<file path="config.mk">
export PLATFORM = sky130hd
export DESIGN_NAME = arena_page_bump_allocator_flat
export DESIGN_NICKNAME = d
export VERILOG_FILES = /design/src/rtl/core/abpa_pkg.sv /design/src/rtl/core/abpa_ifs.sv /design/src/rtl/core/abpa_ram.sv /design/src/rtl/core/abpa_ctrl.sv /design/src/rtl/core/arena_page_bump_allocator.sv /design/src/flat_wrapper.sv
export SDC_FILE = /design/constraint.sdc
export NUM_CORES = 1
export LEC_CHECK = 0
export ABC_CLOCK_PERIOD_IN_PS = 6200
export BUFFER_PORTS_ARGS = -buffer_cell sky130_fd_sc_hd__clkbuf_2
export CORE_MARGIN = 8
export CORE_UTILIZATION = 50
export CTS_CLUSTER_DIAMETER = 100
export CTS_CLUSTER_SIZE = 30
export DETAILED_ROUTE_END_ITERATION = 12
export GPL_TIMING_DRIVEN = 0
export PLACE_DENSITY = 0.69
export SYNTH_ARGS = -nofsm -noshare
export SYNTH_HDL_FRONTEND = slang
export SYNTH_SLANG_ARGS = --single-unit
</file>
<file path="constraint.sdc">
create_clock -name clk -period 6.2 [get_ports clk]
set_input_delay 1.24 -clock clk [delete_from_list [all_inputs] [get_ports clk]]
set_output_delay 1.24 -clock clk [all_outputs]
set_load 0.01 [all_outputs]
</file>
<file path="src/rtl/core/abpa_pkg.sv">
// shared types, constants and codes for the arena page bump allocator
`default_nettype none

package abpa_pkg;

  localparam int MAX_PAGES_DEF = 16;
  localparam int SIZE_W        = 17;
  localparam int INDEX_W       = 4;
  localparam int OFFSET_W      = 16;

  localparam logic [SIZE_W-1:0] PAGE_BYTES_RST = 17'd4096;

  typedef enum logic {
    CMD_ALLOC = 1'b0,
    CMD_CLEAR = 1'b1
  } cmd_t;

  typedef enum logic [1:0] {
    ST_ALLOC    = 2'd0,
    ST_TOO_BIG  = 2'd1,
    ST_NO_SPACE = 2'd2,
    ST_CLEARED  = 2'd3
  } status_t;

  typedef enum logic [1:0] {
    S_IDLE,
    S_SCAN,
    S_RESULT
  } state_t;

  typedef struct packed {
    status_t               status;
    logic [INDEX_W-1:0]    page_index;
    logic [OFFSET_W-1:0]   page_offset;
    logic                  opened_page;
  } result_t;

endpackage

`default_nettype wire

</file>
<file path="src/rtl/core/abpa_ifs.sv">
// handshake channels: request, response and configuration
`default_nettype none

interface abpa_req_if;
  import abpa_pkg::*;
  logic              valid;
  logic              ready;
  logic              cmd;
  logic              arena_select;
  logic [SIZE_W-1:0] request_size;
  modport source (output valid, cmd, arena_select, request_size, input ready);
  modport sink   (input valid, cmd, arena_select, request_size, output ready);
endinterface

interface abpa_rsp_if;
  import abpa_pkg::*;
  logic                valid;
  logic                ready;
  logic [1:0]          status;
  logic [INDEX_W-1:0]  page_index;
  logic [OFFSET_W-1:0] page_offset;
  logic                opened_page;
  modport source (output valid, status, page_index, page_offset, opened_page, input ready);
  modport sink   (input valid, status, page_index, page_offset, opened_page, output ready);
endinterface

interface abpa_cfg_if;
  import abpa_pkg::*;
  logic              valid;
  logic              ready;
  logic [SIZE_W-1:0] page_bytes;
  modport source (output valid, page_bytes, input ready);
  modport sink   (input valid, page_bytes, output ready);
endinterface

`default_nettype wire

</file>
<file path="src/rtl/core/abpa_ram.sv">
// generic single-write, single-read ram with registered read data
`default_nettype none

module abpa_ram #(
  parameter int WIDTH = 17,
  parameter int DEPTH = 32
) (
  input  wire logic                     clk,
  input  wire logic                     we,
  input  wire logic [$clog2(DEPTH)-1:0] waddr,
  input  wire logic [WIDTH-1:0]         wdata,
  input  wire logic                     re,
  input  wire logic [$clog2(DEPTH)-1:0] raddr,
  output logic      [WIDTH-1:0]         rdata
);

  logic [WIDTH-1:0] mem [DEPTH];

  always_ff @(posedge clk) begin
    if (we) begin
      mem[waddr] <= wdata;
    end
    if (re) begin
      rdata <= mem[raddr];
    end
  end

endmodule

`default_nettype wire

</file>
<file path="src/rtl/core/abpa_ctrl.sv">
// allocation sequencer: first-fit scan over the page fill ram
`default_nettype none

module abpa_ctrl #(
  parameter int MAX_PAGES = abpa_pkg::MAX_PAGES_DEF
) (
  input  wire logic                          clk,
  input  wire logic                          rst,
  abpa_req_if.sink                           req,
  input  wire logic [abpa_pkg::SIZE_W-1:0]   page_bytes,
  output abpa_pkg::result_t                  res,
  output logic                               res_valid,
  input  wire logic                          res_ready
);
  import abpa_pkg::*;

  localparam int CW = $clog2(MAX_PAGES + 1);
  localparam int AW = $clog2(2 * MAX_PAGES);

  state_t            state, state_next;
  logic              arena, arena_next;
  logic [SIZE_W-1:0] size, size_next;
  logic [CW-1:0]     used, used_next;
  logic [CW-1:0]     rd_cnt, rd_cnt_next;
  logic [CW-1:0]     chk_cnt, chk_cnt_next;
  logic              chk_valid, chk_valid_next;
  logic [CW-1:0]     pages_in_use [2];
  logic [CW-1:0]     pages_in_use_next [2];
  result_t           res_next;

  logic              mem_we, mem_re;
  logic [AW-1:0]     mem_waddr, mem_raddr;
  logic [SIZE_W-1:0] mem_wdata, mem_rdata;

  logic [AW-1:0]     base, in_base;
  logic [CW-1:0]     in_used;
  logic [SIZE_W:0]   sum;
  logic              hit, last;

  abpa_ram #(
    .WIDTH (SIZE_W),
    .DEPTH (2 * MAX_PAGES)
  ) u_fill_ram (
    .clk   (clk),
    .we    (mem_we),
    .waddr (mem_waddr),
    .wdata (mem_wdata),
    .re    (mem_re),
    .raddr (mem_raddr),
    .rdata (mem_rdata)
  );

  assign base    = arena ? AW'(MAX_PAGES) : '0;
  assign in_base = req.arena_select ? AW'(MAX_PAGES) : '0;
  assign in_used = pages_in_use[req.arena_select];
  assign sum     = {1'b0, mem_rdata} + {1'b0, size};
  assign hit     = sum < {1'b0, page_bytes};
  assign last    = ({1'b0, chk_cnt} + 1'b1) == {1'b0, used};

  always_ff @(posedge clk) begin
    if (rst) begin
      state           <= S_IDLE;
      chk_valid       <= 1'b0;
      pages_in_use[0] <= '0;
      pages_in_use[1] <= '0;
    end else begin
      state           <= state_next;
      chk_valid       <= chk_valid_next;
      pages_in_use[0] <= pages_in_use_next[0];
      pages_in_use[1] <= pages_in_use_next[1];
    end
  end

  always_ff @(posedge clk) begin
    arena   <= arena_next;
    size    <= size_next;
    used    <= used_next;
    rd_cnt  <= rd_cnt_next;
    chk_cnt <= chk_cnt_next;
    res     <= res_next;
  end

  always_comb begin
    state_next           = state;
    arena_next           = arena;
    size_next            = size;
    used_next            = used;
    rd_cnt_next          = rd_cnt;
    chk_cnt_next         = chk_cnt;
    chk_valid_next       = chk_valid;
    pages_in_use_next[0] = pages_in_use[0];
    pages_in_use_next[1] = pages_in_use[1];
    res_next             = res;
    mem_we               = 1'b0;
    mem_waddr            = '0;
    mem_wdata            = '0;
    mem_re               = 1'b0;
    mem_raddr            = '0;
    req.ready            = 1'b0;
    res_valid            = 1'b0;

    case (state)
      S_IDLE: begin
        req.ready = 1'b1;
        if (req.valid) begin
          arena_next = req.arena_select;
          size_next  = req.request_size;
          res_next   = '0;
          if (req.cmd == CMD_CLEAR) begin
            // fill entries are rewritten when a page opens, so no ram sweep
            pages_in_use_next[req.arena_select] = '0;
            res_next.status = ST_CLEARED;
            state_next      = S_RESULT;
          end else if (req.request_size > page_bytes) begin
            res_next.status = ST_TOO_BIG;
            state_next      = S_RESULT;
          end else if (in_used == '0) begin
            mem_we                 = 1'b1;
            mem_waddr              = in_base;
            mem_wdata              = req.request_size;
            pages_in_use_next[req.arena_select] = CW'(1);
            res_next.opened_page   = 1'b1;
            state_next             = S_RESULT;
          end else begin
            used_next      = in_used;
            rd_cnt_next    = '0;
            chk_valid_next = 1'b0;
            state_next     = S_SCAN;
          end
        end
      end

      S_SCAN: begin
        // one read issued per cycle, the previous read checked alongside
        if (rd_cnt < used) begin
          mem_re      = 1'b1;
          mem_raddr   = base + AW'(rd_cnt);
          rd_cnt_next = rd_cnt + 1'b1;
        end
        chk_valid_next = rd_cnt < used;
        chk_cnt_next   = rd_cnt;
        if (chk_valid) begin
          if (hit) begin
            mem_we               = 1'b1;
            mem_waddr            = base + AW'(chk_cnt);
            mem_wdata            = sum[SIZE_W-1:0];
            res_next.page_index  = INDEX_W'(chk_cnt);
            res_next.page_offset = mem_rdata[OFFSET_W-1:0];
            chk_valid_next       = 1'b0;
            state_next           = S_RESULT;
          end else if (last) begin
            if (used < CW'(MAX_PAGES)) begin
              mem_we                   = 1'b1;
              mem_waddr                = base + AW'(used);
              mem_wdata                = size;
              pages_in_use_next[arena] = used + 1'b1;
              res_next.page_index      = INDEX_W'(used);
              res_next.opened_page     = 1'b1;
            end else begin
              res_next.status = ST_NO_SPACE;
            end
            chk_valid_next = 1'b0;
            state_next     = S_RESULT;
          end
        end
      end

      S_RESULT: begin
        res_valid = 1'b1;
        if (res_ready) begin
          state_next = S_IDLE;
        end
      end

      default: begin
        state_next = S_IDLE;
      end
    endcase
  end

  a_piu_bound: assert property (@(posedge clk) disable iff (rst)
    pages_in_use[0] <= CW'(MAX_PAGES) && pages_in_use[1] <= CW'(MAX_PAGES))
    else $error("page count beyond arena size");

  a_chk_in_range: assert property (@(posedge clk) disable iff (rst)
    (state == S_SCAN && chk_valid) |-> chk_cnt < used)
    else $error("checked page outside pages in use");

  a_clear_empties: assert property (@(posedge clk) disable iff (rst)
    (req.valid && req.ready && req.cmd == CMD_CLEAR && !req.arena_select)
      |=> pages_in_use[0] == '0)
    else $error("clear left pages in the default arena");

  a_write_in_arena: assert property (@(posedge clk) disable iff (rst)
    (mem_we && state == S_SCAN) |-> ((mem_waddr - base) < AW'(MAX_PAGES)))
    else $error("fill write outside the selected arena");

endmodule

`default_nettype wire

</file>
<file path="src/rtl/core/arena_page_bump_allocator.sv">
// top level: config register, output register and the allocation sequencer
// clear, oversize and first-page requests go from S_IDLE straight to S_RESULT; other
//   allocations pass through S_SCAN, reading the fill ram for each page in use
// a new request is taken only after the last result word has moved into the output register
// reset: page counts of both arenas zeroed, page_bytes back to 4096, output empty;
//   the fill ram is not swept, entries are written when their page opens
`default_nettype none

module arena_page_bump_allocator #(
  parameter int MAX_PAGES = abpa_pkg::MAX_PAGES_DEF
) (
  input  wire logic  clk,
  input  wire logic  rst,
  abpa_cfg_if.sink   cfg,
  abpa_req_if.sink   req,
  abpa_rsp_if.source rsp
);
  import abpa_pkg::*;

  // page size register, shared by both arenas
  logic [SIZE_W-1:0] page_bytes;

  // result word from the sequencer
  result_t res;
  logic    res_valid;
  logic    res_ready;

  // configuration writes are always taken
  assign cfg.ready = 1'b1;

  always_ff @(posedge clk) begin
    if (rst) begin
      page_bytes <= PAGE_BYTES_RST;
    end else if (cfg.valid) begin
      page_bytes <= cfg.page_bytes;
    end
  end

  abpa_ctrl #(
    .MAX_PAGES (MAX_PAGES)
  ) u_ctrl (
    .clk        (clk),
    .rst        (rst),
    .req        (req),
    .page_bytes (page_bytes),
    .res        (res),
    .res_valid  (res_valid),
    .res_ready  (res_ready)
  );

  // output register: loads when empty or being drained this cycle
  assign res_ready = !rsp.valid || rsp.ready;

  always_ff @(posedge clk) begin
    if (rst) begin
      rsp.valid <= 1'b0;
    end else if (res_ready) begin
      rsp.valid <= res_valid;
    end
  end

  always_ff @(posedge clk) begin
    if (res_valid && res_ready) begin
      rsp.status      <= res.status;
      rsp.page_index  <= res.page_index;
      rsp.page_offset <= res.page_offset;
      rsp.opened_page <= res.opened_page;
    end
  end

endmodule

`default_nettype wire

</file>
<file path="src/flat_wrapper.sv">
// flat-port wrapper written by rule: the top's interface ports become plain ports
module arena_page_bump_allocator_flat import abpa_pkg::*;
#(
  parameter int MAX_PAGES = abpa_pkg::MAX_PAGES_DEF
)
  (clk, rst, cfg_valid, cfg_page_bytes, cfg_ready, req_valid, req_cmd, req_arena_select, req_request_size, req_ready, rsp_valid, rsp_status, rsp_page_index, rsp_page_offset, rsp_opened_page, rsp_ready);
  abpa_cfg_if cfg_i ();
  abpa_req_if req_i ();
  abpa_rsp_if rsp_i ();
  input  wire logic clk;
  input  wire logic rst;
  input wire logic [$bits(cfg_i.valid)-1:0] cfg_valid;
  input wire logic [$bits(cfg_i.page_bytes)-1:0] cfg_page_bytes;
  output wire logic [$bits(cfg_i.ready)-1:0] cfg_ready;
  input wire logic [$bits(req_i.valid)-1:0] req_valid;
  input wire logic [$bits(req_i.cmd)-1:0] req_cmd;
  input wire logic [$bits(req_i.arena_select)-1:0] req_arena_select;
  input wire logic [$bits(req_i.request_size)-1:0] req_request_size;
  output wire logic [$bits(req_i.ready)-1:0] req_ready;
  output wire logic [$bits(rsp_i.valid)-1:0] rsp_valid;
  output wire logic [$bits(rsp_i.status)-1:0] rsp_status;
  output wire logic [$bits(rsp_i.page_index)-1:0] rsp_page_index;
  output wire logic [$bits(rsp_i.page_offset)-1:0] rsp_page_offset;
  output wire logic [$bits(rsp_i.opened_page)-1:0] rsp_opened_page;
  input wire logic [$bits(rsp_i.ready)-1:0] rsp_ready;
  assign cfg_i.valid = cfg_valid;
  assign cfg_i.page_bytes = cfg_page_bytes;
  assign cfg_ready = cfg_i.ready;
  assign req_i.valid = req_valid;
  assign req_i.cmd = req_cmd;
  assign req_i.arena_select = req_arena_select;
  assign req_i.request_size = req_request_size;
  assign req_ready = req_i.ready;
  assign rsp_valid = rsp_i.valid;
  assign rsp_status = rsp_i.status;
  assign rsp_page_index = rsp_i.page_index;
  assign rsp_page_offset = rsp_i.page_offset;
  assign rsp_opened_page = rsp_i.opened_page;
  assign rsp_i.ready = rsp_ready;
  arena_page_bump_allocator #(.MAX_PAGES(MAX_PAGES)) u_core (.clk(clk), .rst(rst), .cfg(cfg_i), .req(req_i), .rsp(rsp_i));
endmodule
</file>
* After elaboration in Yosys (flattened, before gate mapping)
Memory sizes are Yosys's and may differ from the RTL's. A register that Yosys moved wholly into a read port is not among the register bits.
Cells that the tools add are included.
** Word-level totals
- Register bits after elaboration :: 100
- Latch bits :: 0
- RAM bits :: 554
- ROM bits :: 0
- Input bits :: 41
- Output and inout port bits :: 26
- Logic and storage cells :: 173
- Memories :: 2
** Operators by class
- Add/subtract/negate cells :: 7
- Multipliers :: 0
- Divide/modulo/power cells :: 0
- Order comparisons :: 8
- Eq/ne operators :: 17
- Shifts and indexed selects :: 0
- Multiplexer cells :: 93
- Bitwise operators :: 12
- Reductions and logical operators :: 17
** Memories
- u_core.u_ctrl.u_fill_ram.mem :: words 32, bits a word 17, rd ports 1, clocked after memory_dff 1, wr ports 1, line abpa_ram.sv:17 : logic [WIDTH-1:0] mem [DEPTH];
- u_core.u_ctrl.pages_in_use :: words 2, bits a word 5, rd ports 3, clocked after memory_dff 0, wr ports 2, line abpa_ctrl.sv:27 : logic [CW-1:0] pages_in_use [2];
** Operators with widths (number)
- $mux 17 :: 8
- $mux 5 :: 21
- $mux 10 :: 8
- $mux 23 :: 2
- $pmux 23 s2 :: 1
- $pmux 17 s2 :: 1
- $mux 1 :: 28
- $mux 2 :: 11
- $ne 2x2->1 const B :: 11
- $pmux 10 s2 :: 1
- $pmux 5 s2 :: 2
- $add 17x17->18 :: 1
- $lt 18x17->1 :: 1
- $reduce_and 6->1 :: 3
- $gt 17x17->1 :: 1
- $mux 16 :: 1
- $add 5x5->5 :: 3
- $reduce_and 5->1 :: 3
- $add 5x1->5 const B :: 2
- $and 10x10->10 :: 1
- $bwmux 10 :: 1
- $demux 5 s1 :: 2
- $not 10->10 :: 1
- $and 8x8->8 :: 1
- 27 further kinds :: 39

* Depth between registers and ports, before layout
- Depth in word-level cells :: 13
- Mapped depth :: 20
- Depth with buffers taken out :: 18

* By module
Synthesis repeated with hierarchy kept, for this count alone.
** Unflattened totals
- Cells, all modules :: 1813
- Area total of the unflattened synthesis :: 28354.7 µm²
** By module, submodules not included
- abpa_ram :: times used 1, cells an instance 1212, area each 21907.3 µm²
- abpa_ctrl :: times used 1, cells an instance 516, area each 5087.4 µm²
- arena_page_bump_allocator :: times used 1, cells an instance 85, area each 1360.1 µm²

* Least setup slack after synthesis
No wires, ideal clock.
- Kind :: register to register
- Start :: register u_core.u_ctrl.size[0]
- End :: memory u_core.u_ctrl.u_fill_ram.mem[26][0], enable pin
- Library setup time :: 0.435 ns
- Arrival time :: 5.925 ns
- Required time :: 5.765 ns
- Slack :: -0.160 ns
- Cell stages (with the launch flop) :: 18
- Period minus slack after synthesis :: 6.360 ns
- Cells stage by stage :: edfxtp_1 -> ha_1 -> fa_1 -> a211oi_1 -> o21a_1 -> o311ai_0 -> o41a_1 -> a41o_1 -> o41ai_1 -> xnor2_1 -> ha_1 -> a211oi_1 -> nand2_1 -> a41o_2 -> a211oi_1 -> a311oi_4 -> buf_6 -> nor4_1
** On the way
- Word-level cells in the longest chain between the ends :: 7
- Elaborated cells between the ends (all ways) :: 10
** RTL lines
- from (decl) :: line abpa_ctrl.sv:22 : logic [SIZE_W-1:0] size, size_next;
- from (signal assigned) :: line abpa_ctrl.sv:76 : size <= size_next;
- $add 17x17->18 (*) :: line abpa_ctrl.sv:56 : assign sum = {1'b0, mem_rdata} + {1'b0, size};
- $lt 18x17->1 (*) :: line abpa_ctrl.sv:57 : assign hit = sum < {1'b0, page_bytes};
- $mux 1 :: line abpa_ctrl.sv:143 : if (hit) begin
- $mux 1 :: line abpa_ctrl.sv:142 : if (chk_valid) begin
- $pmux 1 s2 :: line abpa_ctrl.sv:102 : case (state)
- $mux 1 :: line abpa_ram.sv:20 : if (we) begin
- $mux 1 (not written as such) :: line abpa_ram.sv:21 : mem[waddr] <= wdata;
- to (decl) :: line abpa_ram.sv:17
Mark *: on every way between the ends. The rest lies on a longest branch, timed or not.

* Worst setup path after layout
- Start :: register u_core.u_ctrl.u_fill_ram.rdata[0] (read register of u_core.u_ctrl.u_fill_ram.mem)
- End :: memory u_core.u_ctrl.u_fill_ram.mem[10][10], enable pin
** On the way
- Word-level cells in the longest chain between the ends :: 7
- Elaborated cells between the ends (all ways) :: 10
** RTL lines
- from (decl) :: line abpa_ram.sv:14 : output logic [WIDTH-1:0] rdata
- $add 17x17->18 (*) :: line abpa_ctrl.sv:56
- $lt 18x17->1 (*) :: line abpa_ctrl.sv:57
- $mux 1 :: line abpa_ctrl.sv:143
- $mux 1 :: line abpa_ctrl.sv:142
- $pmux 1 s2 :: line abpa_ctrl.sv:102
- $mux 1 :: line abpa_ram.sv:20
- $mux 1 (not written as such) :: line abpa_ram.sv:21
Marked as above.

==> out/metrics.yaml <==
status: "finished clean"
synth_nets: 2134
pre_cts_slack_ns: -0.530
timing.rr.end: "u_core.u_ctrl.u_fill_ram.mem[10][10]$_DFFE_PP_"
die_h_um: 255
path_max_fanout: 11
final_common_cell: "edfxtp_1"
finalCritPeriodShare_pct: 97.2
wl_per_cell_um: 25.0
p_total_mw: 7.83
ys_seq_area_share_pct: 69.6
r2r-start: "u_core.u_ctrl.u_fill_ram.rdata[0]$_DFFE_PP_"
first_global_vias: 17400
pin_count: 67
critPathLaunchType: "register"
final_cell_mix: "edfxtp_1 (640), nand2_1 (294), mux2i_1 (169), nand3_1 (83), clkbuf_1 (82)"
ant_nets: 0
setup_violations: 0
die_w_um: 255
clkTransAtPathRegs_ns: 0.11
synthFlopType: "edfxtp_1"
holdPathStages: 0
layout.nets: 2323
slew_headroom_pct: 16.4
final.setup.worst_slack_ns: 0.177
criticalPathCategory: "reg2reg"
worst_ep_required_time_ns: 6.54
numCtsBuffers: 28
gp_congestion: 0.879
vdd_ir_drop_max_v: 0.000258
vias: 18000
grt_pass1_wl_um: 109000
dp_hpwl_um: 52500
hold_path.class: "reg2reg"
first_iter_violations: 1951
synth_area_per_cell_sq_um: 14.0
drive_gt1_share_pct: 14.6
r2r_slack_ns: 0.18
grt_max_degree: 33
synth_edf_count: 640
clkSinkCount: 671
track_usage_pct: 22.3
finalHoldViolCount: 0
layout_min_cycle_time_ns: 6.02
viasPerCell: 6.01
fmax_ghz: 0.166
cts_hold_buf: 0
p_leak_nw: 11.3
async_flop_share_pct: 0
hold_ws_ns: 0.419
fin_worst_skew_ns: 0.0380
dieArea_sq_um: 64900
ys_seq_elements: 671
antenna_found_initial: 2
min_from: "u_core.u_ctrl.res[12]$_SDFFCE_PN0P_"
cp.arrival_ns: 6.36
antenna_cells: 0
h-tree-depth: 1
cts_buffer_depth: 3
port-buffer-count: 63
drv_slew: 0
yosysUniqueCellTypes: 78
firstDrtPassIters: 5
hold_path_end: "u_core.rsp.page_offset[11]$_DFFE_PP_"
wl_um: 74900
maxCapViolCount: 0
worst_r2r_path_depth: 19
overflow: 0
ys_warn_count: 0
syn_to_final_growth_pct: 13.8
cts_root_buf: "clkbuf_16"
tritoncts: "done"
rows: 87
endpoint_kind: "register"
rsz0062_at_grt: "no"
syn_inst: 2035
worstMarginPinSlew_ns: 1.25
syn_area_sq_um: 28500
power_per_cell_area_nw_per_um2: 241
initial_core_util_pct: 50.6
post-route-util_pct: 57.6
coreArea_sq_um: 56400
drc: 0
clkLatencyLatePin_ns: 0.64
-- per-stage QoR --
| step | TNS, ns | area (sq um) | instances |
|---|---|---|---|
| after CTS | -0.293 | 32300 | 2980 |
| after global placement | -2050.44 | 29800 | 2854 |
| after detailed placement | -197.88 | 30800 | 2897 |
| after floorplan | 0 | 28500 | 2035 |
| after global routing | 0 | 32500 | 2993 |
| final | 0 | 32500 | 2993 |
-- cell usage after synthesis, types with 31 or more instances --
cell	n	area share, %
edfxtp_1	640	67
nand2_1	297	3.9
mux2i_1	170	6.0
nor2_1	88	1.2
nand3_1	83	1.5
o21ai_0	80	1.4
clkbuf_1	77	1.0
a21oi_1	67	1.2
ha_1	57	2.5
o22ai_1	52	1.1
inv_1	35	0.46
dfxtp_1	31	2.2
-- cell families (layout without fill, tap and decap cells) --
kind of cell,count (synthesis),after routing,synth area share [%]
AOI/OAI and AO/OA,379,380,9.49
xor gates and xnor gates,27,27,0.830
adders and majority gates,58,58,2.57
muxes,193,193,6.88
and+or+nand+nor,555,555,8.50
buffers and inverters,151,352,2.12
DFF,671,671,69.6
other,1,1,0.0132
-- where the power goes --
part	switching [mW]	total (mW)	leakage (nW)	internal, mW
registers	0.0194	5.02	6.21	5.00
clock network	1.38	2.25	0.403	0.865
logic	0.361	0.568	4.67	0.207
-- sequential cells by signal, indices dropped and copies added (netlist names), 8 cells and up, named ones only --
name,count
u_core.u_ctrl.u_fill_ram.mem,544
u_core.u_ctrl.u_fill_ram.rdata,17
u_core.u_ctrl.size,17
u_core.u_ctrl.res,23
u_core.u_ctrl.pages_in_use,8
u_core.page_bytes,17
u_core.rsp.page_offset,16
-- area by class of cell --
cell class / instances / area (sq um)
Tap cell: 756 / 946
Inverter: 38 / 143
Sequential cell: 671 / 19800
Clock inverter: 9 / 116
Multi-Input combinational cell: 1214 / 8560
Fill cell: 4406 / 23900
Timing Repair Buffer: 158 / 1660
Clock buffer: 34 / 723
Buffer: 113 / 465
-- worst max-delay path, cell delays in order, from the launching register on --
cell and delay [ns]:
edfxtp_1 0.47, ha_1 0.27, fa_2 0.39, a211oi_2 0.28, o21a_1 0.23, o311ai_2 0.17
o41a_1 0.37, a21oi_1 0.20, xnor2_1 0.20, ha_1 0.30, a21o_1 0.18, a2111oi_2 0.37
o211ai_1 0.15, and2_0 0.20, buf_2 0.18, a22o_4 0.28, a311oi_4 0.56, nand3_1 0.41
nor3_4 0.32, buf_6 0.20
-- metal layers --
layer	up-vias	GRT usage [%]	routed length (um)
met3	165	3.13	6460
li1	8095	-	-
met5	-	0	24
met2	862	37.0	35400
met4	4	8.81	3380
met1	8857	29.6	29600
-- what timing repair did --
| action | CTS | global route |
|---|---|---|
| gates resized for setup | 33 | 9 |
| setup endpoints to repair | 774 | 973 |
| pin swaps | 23 | 6 |
| setup buffers | 40 | 12 |
| cloned | 0 | 1 |
-- how the worst max path moves through the flow --
stage | depth (start not counted) | end | slack [ns] | from
global placement | 18 | u_core.u_ctrl.u_fill_ram.mem[18][8]$_DFFE_PP_ | -3.48 | u_core.u_ctrl.u_fill_ram.rdata[0]$_DFFE_PP_
detailed placement | 19 | u_core.u_ctrl.u_fill_ram.mem[4][9]$_DFFE_PP_ | -0.53 | u_core.u_ctrl.u_fill_ram.rdata[0]$_DFFE_PP_
finish | 19 | u_core.u_ctrl.u_fill_ram.mem[10][10]$_DFFE_PP_ | 0.18 | u_core.u_ctrl.u_fill_ram.rdata[0]$_DFFE_PP_
global route | 18 | u_core.u_ctrl.u_fill_ram.mem[8][8]$_DFFE_PP_ | 0.008 | u_core.u_ctrl.u_fill_ram.rdata[0]$_DFFE_PP_
CTS | 20 | u_core.u_ctrl.u_fill_ram.mem[21][4]$_DFFE_PP_ | -0.03 | u_core.u_ctrl.u_fill_ram.rdata[0]$_DFFE_PP_
floorplan | 17 | u_core.u_ctrl.u_fill_ram.mem[0][0]$_DFFE_PP_ | 0.04 | u_core.u_ctrl.size[0]$_DFFE_PP_
No activity file was read; power rests on OpenSTA's default activity.
